===== config.mk =====
export PLATFORM = sky130hd
export DESIGN_NAME = i2c_master_line_sequencer_unit
export DESIGN_NICKNAME = d
export VERILOG_FILES = /design/src/rtl/i2cmls_pkg.sv /design/src/rtl/i2c_master_line_sequencer_unit.sv /design/src/rtl/i2cmls_engine.sv
export SDC_FILE = /design/constraint.sdc
export NUM_CORES = 1
export LEC_CHECK = 0
export BUFFER_PORTS_ARGS = -buffer_cell sky130_fd_sc_hd__clkbuf_2
export CAP_MARGIN = 10
export CORE_MARGIN = 10
export CORE_UTILIZATION = 55
export CTS_CLUSTER_SIZE = 40
export DETAILED_ROUTE_END_ITERATION = 16
export PLACE_DENSITY = 0.74
export SYNTH_ARGS = -nofsm -noshare
export SYNTH_HDL_FRONTEND = slang
export SYNTH_SLANG_ARGS = --single-unit

===== constraint.sdc =====
create_clock -name clock -period 5.6 [get_ports clock]
set_input_delay 0.56 -clock clock [delete_from_list [all_inputs] [get_ports clock]]
set_output_delay 0.56 -clock clock [all_outputs]
set_load 0.02 [all_outputs]

===== src/rtl/i2cmls_pkg.sv =====
// Package: shared types and constants of the I2C master line sequencer.
`default_nettype none

package i2cmls_pkg;

   localparam int unsigned CFG_W         = 10;
   localparam int unsigned COUNTER_W     = 10;
   localparam int unsigned BITS_PER_BYTE = 8;

   localparam logic [2:0] FUNC_NONE  = 3'd0;
   localparam logic [2:0] FUNC_START = 3'd1;
   localparam logic [2:0] FUNC_WRITE = 3'd2;
   localparam logic [2:0] FUNC_READ  = 3'd3;
   localparam logic [2:0] FUNC_STOP  = 3'd4;

   localparam logic CSR_PAUSE_TICKS   = 1'b0;
   localparam logic CSR_STRETCH_LIMIT = 1'b1;

   localparam logic [CFG_W-1:0] PAUSE_TICKS_RESET   = 10'd4;
   localparam logic [CFG_W-1:0] STRETCH_LIMIT_RESET = 10'd255;

   typedef struct packed {
      logic [2:0] func;
      logic [7:0] tx_byte;
      logic       ack_to_send;
      logic       scl_in;
      logic       sda_in;
   } req_type;

   typedef struct packed {
      logic       scl_release;
      logic       sda_release;
      logic       busy_res;
      logic       done_res;
      logic [7:0] rx_byte;
      logic       ack_seen;
      logic       stretch_timeout;
   } rsp_type;

endpackage

`default_nettype wire


===== src/rtl/i2c_master_line_sequencer_unit.sv =====
// Top level: request register, line sequencer engine, result register and settings.
//
// Each request is one tick of an open-drain I2C master: a command field plus the
// sampled SCL and SDA levels. Each request yields exactly one result holding the
// line drive levels, busy and done flags, the last received byte, the last ACK
// seen and the clock stretch timeout flag.
// A request taken at one clock edge sits in the request register and is processed at
// an edge where the result register advances, which loads its result there. One
// request per cycle is sustained while results are taken, as the state update is a
// single pass between the registers. When the receiver stalls, the result register
// holds and the request register still takes one more request; further requests
// wait until a result is taken. The user must write the pause length and stretch
// limit through the settings port only while the block is idle; the block does not
// enforce this. Reset empties both registers, returns the engine to idle with both
// lines released, and restores the settings to 4 and 255.
`default_nettype none

module i2c_master_line_sequencer_unit #(
   parameter int unsigned COUNTER_BITS = i2cmls_pkg::COUNTER_W
) (
   input  wire logic                         clock,
   input  wire logic                         reset,
   input  wire logic                         req_valid,
   output      logic                         req_ready,
   input  wire i2cmls_pkg::req_type          req_data,
   output      logic                         rsp_valid,
   input  wire logic                         rsp_ready,
   output      i2cmls_pkg::rsp_type          rsp_data,
   input  wire logic                         csr_we,
   input  wire logic                         csr_index,
   input  wire logic [i2cmls_pkg::CFG_W-1:0] csr_wdata
);
   import i2cmls_pkg::*;

   logic             in_valid_ff;
   req_type          in_data_ff;
   logic             out_valid_ff;
   rsp_type          out_data_ff;
   rsp_type          step_rsp;
   logic [CFG_W-1:0] pause_ticks_ff;
   logic [CFG_W-1:0] stretch_limit_ff;
   logic             advance;
   logic             fire;

   assign advance   = !out_valid_ff || rsp_ready;
   assign fire      = in_valid_ff && advance;
   assign req_ready = !in_valid_ff || advance;
   assign rsp_valid = out_valid_ff;
   assign rsp_data  = out_data_ff;

   i2cmls_engine #(
      .COUNTER_BITS(COUNTER_BITS)
   ) u_engine (
      .clock        (clock),
      .reset        (reset),
      .fire         (fire),
      .req          (in_data_ff),
      .pause_ticks  (pause_ticks_ff),
      .stretch_limit(stretch_limit_ff),
      .rsp          (step_rsp)
   );

   always_ff @(posedge clock) begin
      if (reset) begin
         in_valid_ff  <= 1'b0;
         out_valid_ff <= 1'b0;
      end else begin
         if (req_ready) begin
            in_valid_ff <= req_valid;
         end
         if (advance) begin
            out_valid_ff <= in_valid_ff;
         end
      end
   end

   always_ff @(posedge clock) begin
      if (req_valid && req_ready) begin
         in_data_ff <= req_data;
      end
      if (fire) begin
         out_data_ff <= step_rsp;
      end
   end

   always_ff @(posedge clock) begin
      if (reset) begin
         pause_ticks_ff   <= PAUSE_TICKS_RESET;
         stretch_limit_ff <= STRETCH_LIMIT_RESET;
      end else if (csr_we) begin
         case (csr_index)
            CSR_PAUSE_TICKS:   pause_ticks_ff   <= csr_wdata;
            CSR_STRETCH_LIMIT: stretch_limit_ff <= csr_wdata;
            default: begin
            end
         endcase
      end
   end

   a_done_not_busy: assert property (@(posedge clock) disable iff (reset)
      (out_valid_ff && out_data_ff.done_res) |-> !out_data_ff.busy_res)
      else $error("done result still reports busy");

   a_request_moves: assert property (@(posedge clock) disable iff (reset)
      (in_valid_ff && advance) |=> out_valid_ff)
      else $error("processed request produced no result");

   a_stall_blocks: assert property (@(posedge clock) disable iff (reset)
      (in_valid_ff && out_valid_ff && !rsp_ready) |-> !req_ready)
      else $error("request taken while both registers are full");

endmodule

`default_nettype wire


===== src/rtl/i2cmls_engine.sv =====
// Line sequencer state machine: advances one tick per request and forms its result.
`default_nettype none

module i2cmls_engine #(
   parameter int unsigned COUNTER_BITS = i2cmls_pkg::COUNTER_W
) (
   input  wire logic                           clock,
   input  wire logic                           reset,
   input  wire logic                           fire,
   input  wire i2cmls_pkg::req_type            req,
   input  wire logic [i2cmls_pkg::CFG_W-1:0]   pause_ticks,
   input  wire logic [i2cmls_pkg::CFG_W-1:0]   stretch_limit,
   output      i2cmls_pkg::rsp_type            rsp
);
   import i2cmls_pkg::*;

   localparam int unsigned CMPW = ((COUNTER_BITS > CFG_W) ? COUNTER_BITS : CFG_W) + 1;

   typedef enum logic [4:0] {
      PH_IDLE,
      ST_P1, ST_W, ST_P2, ST_P3,
      WB_P1, WB_P2, WB_W, WA_P1, WA_P2, WA_W,
      RB_P0, RB_P1, RB_W, RB_P2, RA_P1, RA_W, RA_P2, RA_P3,
      SP_P1, SP_P2, SP_W, SP_P3
   } phase_type;

   phase_type               phase_ff, phase_in;
   logic [3:0]              bit_count_ff, bit_count_in;
   logic [7:0]              shift_ff, shift_in;
   logic [COUNTER_BITS-1:0] pause_ff, pause_in;
   logic [COUNTER_BITS-1:0] stretch_ff, stretch_in;
   logic                    scl_drive_ff, scl_drive_in;
   logic                    sda_drive_ff, sda_drive_in;
   logic                    ack_hold_ff, ack_hold_in;
   logic [7:0]              recv_ff, recv_in;
   logic                    ack_flag_ff, ack_flag_in;
   logic                    timeout_ff, timeout_in;
   logic                    done;

   logic [CMPW-1:0] cnt_max;
   logic [CMPW-1:0] pause_ext;
   logic [CMPW-1:0] pause_lim;
   logic [CMPW-1:0] stretch_lim;
   logic            is_wait;
   logic            leave;
   logic            restart;

   assign cnt_max = {{(CMPW-COUNTER_BITS){1'b0}}, {COUNTER_BITS{1'b1}}};

   always_comb begin
      pause_ext = CMPW'(pause_ticks);
      if (pause_ext == '0) begin
         pause_ext = CMPW'(1);
      end
      pause_lim   = (pause_ext > cnt_max) ? cnt_max : pause_ext;
      stretch_lim = (CMPW'(stretch_limit) > cnt_max) ? cnt_max : CMPW'(stretch_limit);
   end

   always_comb begin
      is_wait = (phase_ff == ST_W) || (phase_ff == WB_W) || (phase_ff == WA_W) ||
                (phase_ff == RB_W) || (phase_ff == RA_W) || (phase_ff == SP_W);
   end

   always_comb begin
      phase_in     = phase_ff;
      bit_count_in = bit_count_ff;
      shift_in     = shift_ff;
      pause_in     = pause_ff;
      stretch_in   = stretch_ff;
      scl_drive_in = scl_drive_ff;
      sda_drive_in = sda_drive_ff;
      ack_hold_in  = ack_hold_ff;
      recv_in      = recv_ff;
      ack_flag_in  = ack_flag_ff;
      timeout_in   = timeout_ff;
      done         = 1'b0;
      leave        = 1'b0;
      restart      = 1'b0;

      if (fire) begin
         if (phase_ff == PH_IDLE) begin
            if (req.func == FUNC_START || req.func == FUNC_WRITE ||
                req.func == FUNC_READ || req.func == FUNC_STOP) begin
               restart      = 1'b1;
               shift_in     = req.tx_byte;
               ack_hold_in  = req.ack_to_send;
               bit_count_in = '0;
               timeout_in   = 1'b0;
               case (req.func)
                  FUNC_START: begin
                     sda_drive_in = 1'b1;
                     phase_in     = ST_P1;
                  end
                  FUNC_WRITE: begin
                     sda_drive_in = req.tx_byte[7];
                     phase_in     = WB_P1;
                  end
                  FUNC_READ: begin
                     sda_drive_in = 1'b1;
                     phase_in     = RB_P0;
                  end
                  default: begin
                     sda_drive_in = 1'b0;
                     phase_in     = SP_P1;
                  end
               endcase
            end
         end else if (is_wait) begin
            if (req.scl_in) begin
               leave = 1'b1;
            end else if (CMPW'(stretch_ff) >= stretch_lim) begin
               timeout_in = 1'b1;
               leave      = 1'b1;
            end else if (stretch_ff != {COUNTER_BITS{1'b1}}) begin
               stretch_in = stretch_ff + 1'b1;
            end
         end else begin
            if (pause_ff != {COUNTER_BITS{1'b1}}) begin
               pause_in = pause_ff + 1'b1;
            end
            if (CMPW'(pause_in) >= pause_lim) begin
               leave = 1'b1;
            end
         end

         if (leave) begin
            restart = 1'b1;
            case (phase_ff)
               ST_P1: begin
                  scl_drive_in = 1'b1;
                  phase_in     = ST_W;
               end
               ST_W: phase_in = ST_P2;
               ST_P2: begin
                  sda_drive_in = 1'b0;
                  phase_in     = ST_P3;
               end
               ST_P3: begin
                  scl_drive_in = 1'b0;
                  bit_count_in = '0;
                  sda_drive_in = shift_ff[7];
                  phase_in     = WB_P1;
               end
               WB_P1: begin
                  scl_drive_in = 1'b1;
                  phase_in     = WB_P2;
               end
               WB_P2: phase_in = WB_W;
               WB_W: begin
                  scl_drive_in = 1'b0;
                  shift_in     = {shift_ff[6:0], 1'b0};
                  bit_count_in = bit_count_ff + 1'b1;
                  if (bit_count_in < 4'(BITS_PER_BYTE)) begin
                     sda_drive_in = shift_in[7];
                     phase_in     = WB_P1;
                  end else begin
                     sda_drive_in = 1'b1;
                     phase_in     = WA_P1;
                  end
               end
               WA_P1: begin
                  scl_drive_in = 1'b1;
                  phase_in     = WA_P2;
               end
               WA_P2: phase_in = WA_W;
               WA_W: begin
                  ack_flag_in  = !req.sda_in;
                  scl_drive_in = 1'b0;
                  phase_in     = PH_IDLE;
                  done         = 1'b1;
               end
               RB_P0: begin
                  scl_drive_in = 1'b1;
                  phase_in     = RB_P1;
               end
               RB_P1: phase_in = RB_W;
               RB_W: begin
                  shift_in     = {shift_ff[6:0], req.sda_in};
                  scl_drive_in = 1'b0;
                  phase_in     = RB_P2;
               end
               RB_P2: begin
                  bit_count_in = bit_count_ff + 1'b1;
                  if (bit_count_in < 4'(BITS_PER_BYTE)) begin
                     scl_drive_in = 1'b1;
                     phase_in     = RB_P1;
                  end else begin
                     sda_drive_in = !ack_hold_ff;
                     phase_in     = RA_P1;
                  end
               end
               RA_P1: begin
                  scl_drive_in = 1'b1;
                  phase_in     = RA_W;
               end
               RA_W: phase_in = RA_P2;
               RA_P2: begin
                  scl_drive_in = 1'b0;
                  phase_in     = RA_P3;
               end
               RA_P3: begin
                  sda_drive_in = 1'b1;
                  recv_in      = shift_ff;
                  phase_in     = PH_IDLE;
                  done         = 1'b1;
               end
               SP_P1: begin
                  scl_drive_in = 1'b1;
                  phase_in     = SP_P2;
               end
               SP_P2: phase_in = SP_W;
               SP_W: begin
                  sda_drive_in = 1'b1;
                  phase_in     = SP_P3;
               end
               SP_P3: begin
                  phase_in = PH_IDLE;
                  done     = 1'b1;
               end
               default: phase_in = PH_IDLE;
            endcase
         end

         if (restart) begin
            pause_in   = '0;
            stretch_in = '0;
         end
      end
   end

   always_ff @(posedge clock) begin
      if (reset) begin
         phase_ff     <= PH_IDLE;
         bit_count_ff <= '0;
         shift_ff     <= '0;
         pause_ff     <= '0;
         stretch_ff   <= '0;
         scl_drive_ff <= 1'b1;
         sda_drive_ff <= 1'b1;
         ack_hold_ff  <= 1'b0;
         recv_ff      <= '0;
         ack_flag_ff  <= 1'b0;
         timeout_ff   <= 1'b0;
      end else begin
         phase_ff     <= phase_in;
         bit_count_ff <= bit_count_in;
         shift_ff     <= shift_in;
         pause_ff     <= pause_in;
         stretch_ff   <= stretch_in;
         scl_drive_ff <= scl_drive_in;
         sda_drive_ff <= sda_drive_in;
         ack_hold_ff  <= ack_hold_in;
         recv_ff      <= recv_in;
         ack_flag_ff  <= ack_flag_in;
         timeout_ff   <= timeout_in;
      end
   end

   always_comb begin
      rsp.scl_release     = scl_drive_in;
      rsp.sda_release     = sda_drive_in;
      rsp.busy_res        = (phase_in != PH_IDLE);
      rsp.done_res        = done;
      rsp.rx_byte         = recv_in;
      rsp.ack_seen        = ack_flag_in;
      rsp.stretch_timeout = timeout_in;
   end

endmodule

`default_nettype wire

==> metrics <==
fin cells=757; Site Rows=35; vias per cell=a little under 6; Syn-to-layout area delta=7.764%; Sink Count=100; clk buf depth=2; GRT overflow=0; post-synth top area share=between 20% and 30%; maximum vdd drop=approximately 190 uV; Port-buffer cells=45; crit path capture type=register; Slew headroom=between 30 and 40%; Total Die Area=roughly 14000 um^2; Post-synth EDFFs=28; H-tree Lvls=3; Resized Gates After CTS=0; Slew Limit Fails=0; drt initial violations=393; Skew-Pair Late Insertion Delay=~0.37 ns; Setup Skew=0.01243 ns; Starting Density=a little under three fifths; Total GRT Usage=around 18%; height of the die=117.6 um; CORE AREA=about 9200 um^2; number of synthesized register bits=100; CP max FO=9; # IOs=46; fmax=roughly 240 MHz; root buffer cell=clkbuf_8; Final Hold Vio Count=0; Non-Filler Cell Area, Final=between 5000 and 6000 um^2; cell count after synthesis=around 600; status=finished clean; post-DR wirelength/cell=approximately 16 um; WHS=approximately 0.36 ns; Area contributors post-synth=dfxtp_1, edfxtp_1, nand2_1; RSZ-0062 raised after global routing=no; Setup WS post-layout=between 1 and 1.5 ns; n_diodes=0; Critical Path AT=between 4 and 5 ns; drc violations=0; Total Power=approximately 1.4 mW; initial antenna violation count=0; # fillers=799; ANT nets after route=0; Final #Nets=slightly below 700; pin count of the biggest net entering global routing=42; min-delay worst type=input pin to register; post-placement cell count=around 740; pre-CTS WS=between 1 and 1.5 ns; total negative slack=0 ns; CTS tree=built; yosys warns=0; GP Congestion=0.9263; via count=between 4k and 5k; Synth Flop Type=dfxtp_1; Leak=~2.3 nW; area post-placement=5484 um^2; CTS Buf Count=9; Worst-path clk slew=0.09 ns; area of the mapped netlist=around 5200 um^2; number of post-CTS setup repair buffers=0; Final min period=roughly 4.2 ns; Hold-fix buffers, CTS=0; HPWL after DPL=approximately 9.0 mm; Yosys top cell by area=dfxtp_1; CP required=between 5 and 6 ns; Critical Path Start Type=register; Avg Inst Size Synth=8.758 um^2; Total Wirelength=roughly 12 mm; die width=around 120 um; max-cap violations=0; Pre-antenna DRT Iters=5; vias in the first global route=4200; worst-margin pin slew=around 0.95 ns; pwr dens=241.7 nW/um^2; register area share after synthesis=43.57%; net count after synthesis=651; Setup Viol. Count Final=0; Netlist cell types=70; Setup CP Type=register to register; layout cells sized above 1=13.54%; final core occ=61.08%; crit share post-route=between 70% and 80%; wire length of the first global-routing pass=between 20 and 25 mm; Post-synth ARST share=0%
-- layer usage --
layer	vias up	track usage, %	wire (um)
li1	2186	-	-
met5	-	0	0
met1	2052	23.23	5753
met3	15	4.077	704
met2	157	28.01	5729
met4	0	5.332	147
-- worst max-delay path: stages (launching register included) --
cell	delay (ns)
dfxtp_1	0.45
ha_1	0.27
nand3_1	0.14
or3_1	0.53
nand3_1	0.15
o21a_1	0.18
ha_1	0.26
a21oi_1	0.12
o21ai_0	0.09
a31oi_1	0.26
o311ai_4	0.17
a31oi_1	0.75
nor2_1	0.16
o32ai_1	0.25
nand4_1	0.13
-- state kept, by name (all words and copies together) (netlist names) --
| register | flops |
|---|---|
| rsp_data | 14 |
| rsp_valid | 1 |
| u_engine.shift_ff | 8 |
| u_engine.sda_drive_ff | 1 |
| u_engine.phase_ff | 5 |
| stretch_limit_ff | 10 |
| pause_ticks_ff | 10 |
| u_engine.recv_ff | 8 |
| u_engine.ack_flag_ff | 1 |
| in_data_ff | 14 |
| u_engine.bit_count_ff | 4 |
| u_engine.ack_hold_ff | 1 |
| u_engine.stretch_ff | 10 |
| in_valid_ff | 1 |
| u_engine.scl_drive_ff | 1 |
| u_engine.pause_ff | 10 |
| u_engine.timeout_ff | 1 |
-- final timing paths --
check | startpoint | endpoint | slack [ns] | cells after the start
hold reg to reg | stretch_limit_ff[9] | stretch_limit_ff[9] | 0.46 | 2
hold / removal | req_data[0] | in_data_ff[0] | 0.36 | 1
setup reg to reg | u_engine.pause_ff[0] | rsp_data[11] | 1.42 | 14
setup / recovery | u_engine.pause_ff[0] | rsp_data[11] | 1.42 | 14
-- Yosys cell counts, types with 4 or more instances --
| cell | instances |
|---|---|
| a21o_1 | 5 |
| a21oi_1 | 46 |
| a31o_2 | 6 |
| a31oi_1 | 8 |
| and2_1 | 17 |
| and3_1 | 11 |
| buf_2 | 4 |
| clkbuf_1 | 20 |
| dfxtp_1 | 72 |
| edfxtp_1 | 28 |
| ha_1 | 23 |
| inv_1 | 27 |
| mux2_2 | 10 |
| nand2_1 | 79 |
| nand2b_1 | 8 |
| nand3_1 | 37 |
| nand4_1 | 12 |
| nor2_1 | 50 |
| nor2b_1 | 7 |
| nor3_1 | 6 |
| nor3b_1 | 8 |
| nor4_1 | 11 |
| o21ai_0 | 22 |
| o21bai_1 | 6 |
| o31ai_1 | 4 |
| xnor2_1 | 6 |
-- cell type report --
| cell class | instances | area, um^2 | area share (%) |
|---|---|---|---|
| clock buffers | 11 | 131.4 | 2.328 |
| multi-input cells | 439 | 2710 | 48.02 |
| flip-flops and latches | 100 | 2282 | 40.43 |
| repair buffers | 45 | 225.2 | 3.990 |
| well taps | 129 | 161.4 | 2.860 |
| inverters | 28 | 105.1 | 1.862 |
| clock inverters | 5 | 28.78 | 0.5099 |
-- cell usage in the layout, fill, tap and decap left out, types with 3 or more instances in the layout --
cell type	n
nand2_1	79
dfxtp_1	72
nor2_1	50
a21oi_1	46
clkbuf_2	45
nand3_1	37
edfxtp_1	28
inv_1	27
ha_1	23
o21ai_0	22
and2_1	17
nand4_1	12
nor4_1	11
and3_1	11
mux2_2	10
clkbuf_8	9
nand2b_1	8
a31oi_1	8
nor3b_1	8
nor2b_1	7
nor3_1	6
xnor2_1	6
o21bai_1	6
a31o_2	6
a21o_1	5
o31ai_1	4
or3_1	3
o21a_1	3
o22ai_1	3
-- power breakdown --
group / internal [mW] / switching, mW / leakage [nW] / total, mW
sequential: 0.770 / 0.0252 / 0.851 / 0.795
combinational: 0.0575 / 0.112 / 1.41 / 0.169
clock: 0.159 / 0.240 / 0.0768 / 0.399
-- logic make-up (layout without fill, tap and decap cells) --
kind of cell	after synthesis	in the layout	synth area share [%]
and+or+nand+nor	265	265	25.59
AOI/OAI and AO/OA	131	131	16.79
DFF	100	100	43.57
buffers and inverters	59	89	4.682
adders and majority gates	23	23	5.495
muxes	12	12	2.532
xor gates and xnor gates	8	8	1.338
(Power assumes the default switching activity.)
